## config.mk

```make
export PLATFORM = sky130hd
export DESIGN_NAME = tcce_ctrl
export DESIGN_NICKNAME = d
export VERILOG_FILES = /design/src/design/tcce_pkg.sv /design/src/design/tcce_ctrl.sv
export SDC_FILE = /design/constraint.sdc
export NUM_CORES = 1
export LEC_CHECK = 0
export BUFFER_PORTS_ARGS = -buffer_cell sky130_fd_sc_hd__buf_2
export CORE_AREA = 2 2 39 41
export DETAILED_ROUTE_END_ITERATION = 10
export DIE_AREA = 0 0 41 43
export GPL_TIMING_DRIVEN = 0
export SLEW_MARGIN = 20
export SYNTH_ARGS = -nofsm -noshare
export SYNTH_HDL_FRONTEND = slang
export SYNTH_SLANG_ARGS = --single-unit
```

## constraint.sdc

```tcl
create_clock -name clk -period 1.4 [get_ports clk]
set_input_delay 0.07 -clock clk [delete_from_list [all_inputs] [get_ports clk]]
set_output_delay 0.07 -clock clk [all_outputs]
set_load 0.01 [all_outputs]
```

## src/design/tcce_pkg.sv

```systemverilog
// Shared types and constants for the text console cell engine.
`default_nettype none

package tcce_pkg;

  // Field widths
  localparam int CMD_W      = 2;
  localparam int CHAR_W     = 8;
  localparam int COLOR_W    = 4;
  localparam int POS_COL_W  = 7;
  localparam int POS_ROW_W  = 6;
  localparam int CFG_IDX_W  = 3;
  localparam int CFG_DATA_W = 8;
  localparam int COLS_CFG_W = 8;
  localparam int ROWS_CFG_W = 7;
  localparam int CMP_W      = 16;

  // Tab stops every 8 columns
  localparam int TAB_STEP  = 8;
  localparam int TAB_LOW_W = 3;

  // Register reset values
  localparam int COLS_RST = 80;
  localparam int ROWS_RST = 25;
  localparam logic [COLOR_W-1:0] CUR_FG_RST   = 4'd7;
  localparam logic [COLOR_W-1:0] CUR_BG_RST   = 4'd0;
  localparam logic [COLOR_W-1:0] BLANK_FG_RST = 4'd7;
  localparam logic [COLOR_W-1:0] BLANK_BG_RST = 4'd0;

  // Register indexes
  localparam logic [CFG_IDX_W-1:0] CFG_COLUMNS  = 3'd0;
  localparam logic [CFG_IDX_W-1:0] CFG_ROWS     = 3'd1;
  localparam logic [CFG_IDX_W-1:0] CFG_CUR_FG   = 3'd2;
  localparam logic [CFG_IDX_W-1:0] CFG_CUR_BG   = 3'd3;
  localparam logic [CFG_IDX_W-1:0] CFG_BLANK_FG = 3'd4;
  localparam logic [CFG_IDX_W-1:0] CFG_BLANK_BG = 3'd5;

  // Character codes
  localparam logic [CHAR_W-1:0] CHR_BS    = 8'h08;
  localparam logic [CHAR_W-1:0] CHR_TAB   = 8'h09;
  localparam logic [CHAR_W-1:0] CHR_LF    = 8'h0A;
  localparam logic [CHAR_W-1:0] CHR_CR    = 8'h0D;
  localparam logic [CHAR_W-1:0] CHR_SPACE = 8'h20;
  localparam logic [CHAR_W-1:0] CHR_QMARK = 8'h3F;
  localparam logic [CHAR_W-1:0] PRINT_LO  = 8'h20;
  localparam logic [CHAR_W-1:0] PRINT_HI  = 8'h7E;

  typedef enum logic [CMD_W-1:0] {
    CMD_PUT   = 2'd0,
    CMD_READ  = 2'd1,
    CMD_CLEAR = 2'd2,
    CMD_NOP   = 2'd3
  } cmd_t;

  typedef struct packed {
    logic [CHAR_W-1:0]  ch;
    logic [COLOR_W-1:0] fg;
    logic [COLOR_W-1:0] bg;
  } cell_t;

  typedef enum logic [2:0] {
    ST_INIT,
    ST_IDLE,
    ST_DECODE,
    ST_TAB,
    ST_SCROLL,
    ST_DRAIN,
    ST_BLANK,
    ST_RESULT
  } state_t;

  typedef enum logic [2:0] {
    OP_NONE,
    OP_INIT,
    OP_EXEC,
    OP_TAB,
    OP_COPY,
    OP_BOTTOM,
    OP_BLANK
  } dp_op_t;

  typedef struct packed {
    logic   accept;
    logic   rd_en;
    logic   rd_swp;
    dp_op_t op;
    logic   finish;
  } ctrl_cmd_t;

  typedef struct packed {
    logic init_last;
    logic swp_last;
    logic tab_last;
    logic go_tab;
    logic go_scroll;
    logic go_clear;
    logic single_row;
    logic slot_free;
  } dp_sts_t;

endpackage

`default_nettype wire

```

## src/design/tcce_ctrl.sv

```systemverilog
// Controller state machine of the text console cell engine.
`default_nettype none

module tcce_ctrl import tcce_pkg::*; (
  input  logic      clk,
  input  logic      rst_n,
  input  logic      in_valid,
  output logic      in_ready,
  input  dp_sts_t   sts,
  output ctrl_cmd_t cmd
);

  state_t state_r, state_nxt;

  always_ff @(posedge clk) begin
    if (!rst_n) begin
      state_r <= ST_INIT;
    end else begin
      state_r <= state_nxt;
    end
  end

  always_comb begin
    state_nxt = state_r;
    unique case (state_r)
      ST_INIT: begin
        if (sts.init_last) state_nxt = ST_IDLE;
      end
      ST_IDLE: begin
        if (in_valid) state_nxt = ST_DECODE;
      end
      ST_DECODE: begin
        priority if (sts.go_clear) begin
          state_nxt = ST_BLANK;
        end else if (sts.go_scroll) begin
          state_nxt = sts.single_row ? ST_BLANK : ST_SCROLL;
        end else if (sts.go_tab) begin
          state_nxt = ST_TAB;
        end else begin
          state_nxt = sts.slot_free ? ST_IDLE : ST_RESULT;
        end
      end
      ST_TAB: begin
        if (sts.tab_last) state_nxt = sts.slot_free ? ST_IDLE : ST_RESULT;
      end
      ST_SCROLL: begin
        if (sts.swp_last) state_nxt = ST_DRAIN;
      end
      ST_DRAIN: begin
        state_nxt = ST_BLANK;
      end
      ST_BLANK: begin
        if (sts.swp_last) state_nxt = sts.slot_free ? ST_IDLE : ST_RESULT;
      end
      ST_RESULT: begin
        if (sts.slot_free) state_nxt = ST_IDLE;
      end
    endcase
  end

  always_comb begin
    in_ready   = 1'b0;
    cmd.accept = 1'b0;
    cmd.rd_en  = 1'b0;
    cmd.rd_swp = 1'b0;
    cmd.op     = OP_NONE;
    cmd.finish = 1'b0;
    unique case (state_r)
      ST_INIT: begin
        cmd.op = OP_INIT;
      end
      ST_IDLE: begin
        in_ready   = 1'b1;
        cmd.accept = in_valid;
        cmd.rd_en  = in_valid;
      end
      ST_DECODE: begin
        cmd.op     = OP_EXEC;
        cmd.finish = !sts.go_clear && !sts.go_scroll && !sts.go_tab && sts.slot_free;
      end
      ST_TAB: begin
        cmd.op     = OP_TAB;
        cmd.finish = sts.tab_last && sts.slot_free;
      end
      ST_SCROLL: begin
        cmd.op     = OP_COPY;
        cmd.rd_en  = 1'b1;
        cmd.rd_swp = 1'b1;
      end
      ST_DRAIN: begin
        cmd.op = OP_BOTTOM;
      end
      ST_BLANK: begin
        cmd.op     = OP_BLANK;
        cmd.finish = sts.swp_last && sts.slot_free;
      end
      ST_RESULT: begin
        cmd.finish = sts.slot_free;
      end
    endcase
  end

  a_accept_decode: assert property (@(posedge clk) disable iff (!rst_n)
    in_valid && in_ready |=> state_r == ST_DECODE)
    else $error("accepted item not decoded next cycle");

  a_finish_free: assert property (@(posedge clk) disable iff (!rst_n)
    cmd.finish |-> sts.slot_free)
    else $error("result loaded into occupied output register");

  a_drain_after_copy: assert property (@(posedge clk) disable iff (!rst_n)
    state_r == ST_DRAIN |-> $past(state_r) == ST_SCROLL)
    else $error("drain entered without a copy sweep");

endmodule

`default_nettype wire

```

; Yosys cells after proc, flatten, opt, wreduce, memory -nomap -nowiden
; Cells that the tools add are included.
[totals]
out_inout_bits = 8
n_memories = 0
ff_bits = 3
latchBits = 0
inputBits = 11
ram_bits = 0
romBits = 0
[classes]
n_eq_ne = 13
n_div = 0
n_lt_le_gt_ge = 0
mul = 0
mux = 18
add_sub_neg = 0
n_reduce_logical = 10
shift = 0
n_bitwise = 0
[ops]
columns = operator, count
row1 = $mux 3, 10
row2 = $pmux 3 s8, 1
row3 = $pmux 3 s6, 1
row4 = $eq 3x3->1 const B, 4
row5 = $ne 2x2->1 const B, 6
row6 = $eq 3x2->1 const B, 2
row7 = $reduce_and 6->1, 1
row8 = $logic_and 1x1->1, 5
row9 = $pmux 1 s4, 1
row10 = $eq 3x1->1 const B, 1
row11 = $logic_not 1->1, 3
row12 = $logic_not 3->1, 1
row13 = $mux 1, 3
row14 = $mux 2, 1
row15 = $pmux 1 s2, 1

; Depth between registers and ports, before layout
[depth]
depth_word = 5
mapped_depth = 5

; Worst setup path after synthesis
; Ideal clock, no wire load.
[synth_path]
path_kind = register to register
start = register state_r[2]
end = register state_r[1]
slack_ns = 0.087
required_ns = 1.273
path_buffers = 1
stages_incl_launch_ff = 6
synth_period_minus_slack_ns = 1.313
arrival_time_ns = 1.186
path_cell_list = dfxtp_1 -> buf_6 -> or4b_1 -> nand4_1 -> nor3b_2 -> nor3_1
[synth_via]
elab_chain_cells = 3
[synth_rtl]
columns = item, line_no
row1 = start: declaration, tcce_ctrl.sv:13  ; state_t state_r, state_nxt;
row2 = start signal: assignment, tcce_ctrl.sv:19  ; state_r <= state_nxt;
row3 = $eq 3x3->1 (tied with other cells), tcce_ctrl.sv:25  ; unique case (state_r)
row4 = $ne 2x2->1 (no line), -
row5 = $reduce_and 6->1 (no line), -
; Parallel ways exist; a longest one is shown, timed or not.
; A chain may end at the register's enable or synchronous reset.

==> flow_summary.toml <==
[logic_synthesis]
synth_compound_area_frac = 0.320
netlist_instances = 58
synth_nets = 69
synth_edf_count = 0
synthAdderAreaFrac = 0
synth_xor_area_frac = 0.0217
syn_avg_cell_area_um2 = 6.95
synth-seq-area-share = 0.149
synthMuxAreaShare = 0.0373
synth_warnings = 0
async_flop_share = 0
ys_seq_elements = 3
synth_ff_type = "dfxtp_1"
ys_types = 29
yosys.area_share.simple = 0.366
synthesis.area_um2 = 403
synth_top_family_by_area = "simple AND/OR/NAND/NOR gates"

[layout]
final_core_util = 0.439
largest_reg_flops = 3
drive_gt1_frac = 0.477
fin_cells = 102
largest_registers = "state_r (3)"
diodes = 0
syn_to_final_growth_pct = 50.9
nets = 98
largest-register = "state_r"
fin_area_um2 = 608

[floorplanning]
ios = 19
rows = 14
fp.dieH_um = 43
start_util = 0.291
core_area_um2 = 1380
design.die.area_um2 = 1760
die_w_um = 41

[grt]
overflow = 0
antenna_found_initial = 0
grt_max_degree = 11
grt_pass1_wl_mm = 1.86
grt_pass1_vias = 458
grtUsageTotal = 0.152

[power_and_ir_drop]
p_per_area_nw_per_um2 = 1000
p_sw_w = 0.000228
pwr-share-comb = 0.567
p_seq_frac = 0.180
p_leak_nw = 0.288
ir_worst_vdd_mv = 0.395
intPower_w = 0.000382
p_clk_frac = 0.253
swShare = 0.374

[worst_setup_path]
r2r-end = "state_r[1]"
endpoint_kind = "output port"
rr_worst_depth = 5
timing.rr.start = "state_r[2]"
required_ns = 1.33
worstSetupStartpointType = "flip-flop"
arrival_ns = 1.32
path_class = "reg2out"
cp_max_fo = 8
reg2reg_slack_ns = 0.02

[placement]
dp_hpwl_um = 801
io_buffer_count = 18
gp_congestion = 0.872
placed_cells = 92
dpl-instance-area_um2 = 513

[cts]
clk_latency_ns = 0.23
clockBufferDepth = 2
cts.htree.levels = 1
clkSinkCount = 3
path_clk_slew_ns = 0.04
cts_hold_buf = 0
cts_root_buffer = "clkbuf_4"
cts_buffers = 3
cts_tree = "built"

[timing]
rsz0062_at_grt = "true"
worstMarginPinSlew_ns = 0.395
fin_skew_ns = 0.00141
finalCriticalPeriod_ns = 1.39
finalSetupViolCount = 0
timing.final.crit_share = 0.994
fmax_ghz = 0.718
setup_tns_ns = 0
hold_viol_final = 0
drv_slew = 0
slew-limit-headroom = 0.733

[route]
wl_per_cell_um = 11.4
viasPerCell = 5.03
drt-total-wl_mm = 1.16
vias = 513
drt_iter0_drc = 9
first_pass_iters = 4
post-route-drc-count = 0
ant_nets = 0

[hold_path]
hold_depth = 2
hold_end = "state_r[0]"
hold_class = "in2reg"
worstHoldStart = "rst_n"

[flow_run]
cap_violations = 0

[outcome]
status = "complete, no violations"
-- cells in the final DEF, fill, tap and decap left out, drive strengths merged, types with 2 or more instances in the layout --
master	synthesis	layout
o21ai	6	6
buf	3	28
clkbuf	3	6
or2	2	2
nor3	3	3
a21oi	4	4
nor2	7	7
a21boi	2	2
dfxtp	3	3
o311ai	2	2
or4b	2	2
a31oi	2	2
nand2	4	4
nor3b	3	3
and3	2	2
-- worst max path at each step --
stage | endpoint | start | slack (ns)
3_5_place_dp | state_r[1] | state_r[2] | 0.02
5_1_grt | cmd[0] | state_r[2] | -0.09
4_1_cts | cmd[0] | state_r[2] | 0.003
6_report | cmd[0] | state_r[2] | 0.008
3_3_place_gp | state_r[1] | state_r[2] | 0.01
2_1_floorplan | state_r[1] | state_r[2] | 0.09
-- worst max-delay path, cell delays in order, from the launching register on --
cell	delay, ns
dfxtp_2	0.31
buf_6	0.12
buf_6	0.12
nor2_2	0.04
o31ai_1	0.21
and3_1	0.17
buf_2	0.12
-- layer usage --
layer	GRT usage	wire (um)
met1	0.183	498
met2	0.241	611
met3	0.0157	36
met4	0.100	13
met5	0	0
-- power groups by stage --
| stage | combinational, W | clock (W) | sequential [W] |
|---|---|---|---|
| finish | 0.000346 | 0.000154 | 0.000110 |
| CTS | 0.000316 | 0.000160 | 0.000107 |
| floorplan | 0.000207 | 0 | 0.000106 |
| detailed placement | 0.000291 | 0 | 0.000108 |
| global placement | 0.000289 | 0 | 0.000108 |
| global route | 0.000386 | 0.000164 | 0.000111 |
-- per-stage QoR --
stage	power, W	worst slack (ns)	hold WS [ns]
2_1_floorplan	0.000313	0.0865	0.208
3_3_place_gp	0.000397	0.0111	0.350
3_5_place_dp	0.000399	0.0154	0.345
4_1_cts	0.000582	0.00349	0.0967
5_1_grt	0.000661	-0.0879	0.104
6_report	0.000609	0.00779	0.103
-- cells in the mapped netlist, types with 2 or more instances --
cell type / instances / area (um^2)
dfxtp_1: 3 / 60.1
clkbuf_1: 3 / 11.3
a21oi_1: 4 / 20.0
nor3b_1: 2 / 15.0
nor3_1: 3 / 15.0
nor2_1: 7 / 26.3
a21boi_0: 2 / 15.0
nand2_1: 4 / 15.0
o311ai_0: 2 / 17.5
a31oi_1: 2 / 12.5
and3_1: 2 / 12.5
or4b_1: 2 / 20.0
buf_6: 2 / 22.5
o21ai_0: 5 / 25.0
-- area by class of cell --
type	count	area [um^2]
Buffer	6	51.3
Clock buffer	4	26.3
Fill cell	148	776
Inverter	1	3.75
Multi-Input combinational cell	48	305
Sequential cell	3	62.6
Tap cell	16	20.0
Timing Repair Buffer	24	139
-- cells by family after synthesis --
group	Yosys count
AND/OR/NAND/NOR	26
buffers and inverters	7
flip-flops	3
AO/OA/AOI/OAI	20
multiplexers	1
XOR/XNOR	1
-- what timing repair did --
item | 4_1_cts | 5_1_grt
buffers inserted | 2 | 3
resized for setup | 6 | 7
pin swaps | 0 | 4
gates cloned | 0 | 1
endpoints found under the setup margin | 4 | 6
Note: power is estimated with default switching activity, not from simulation.
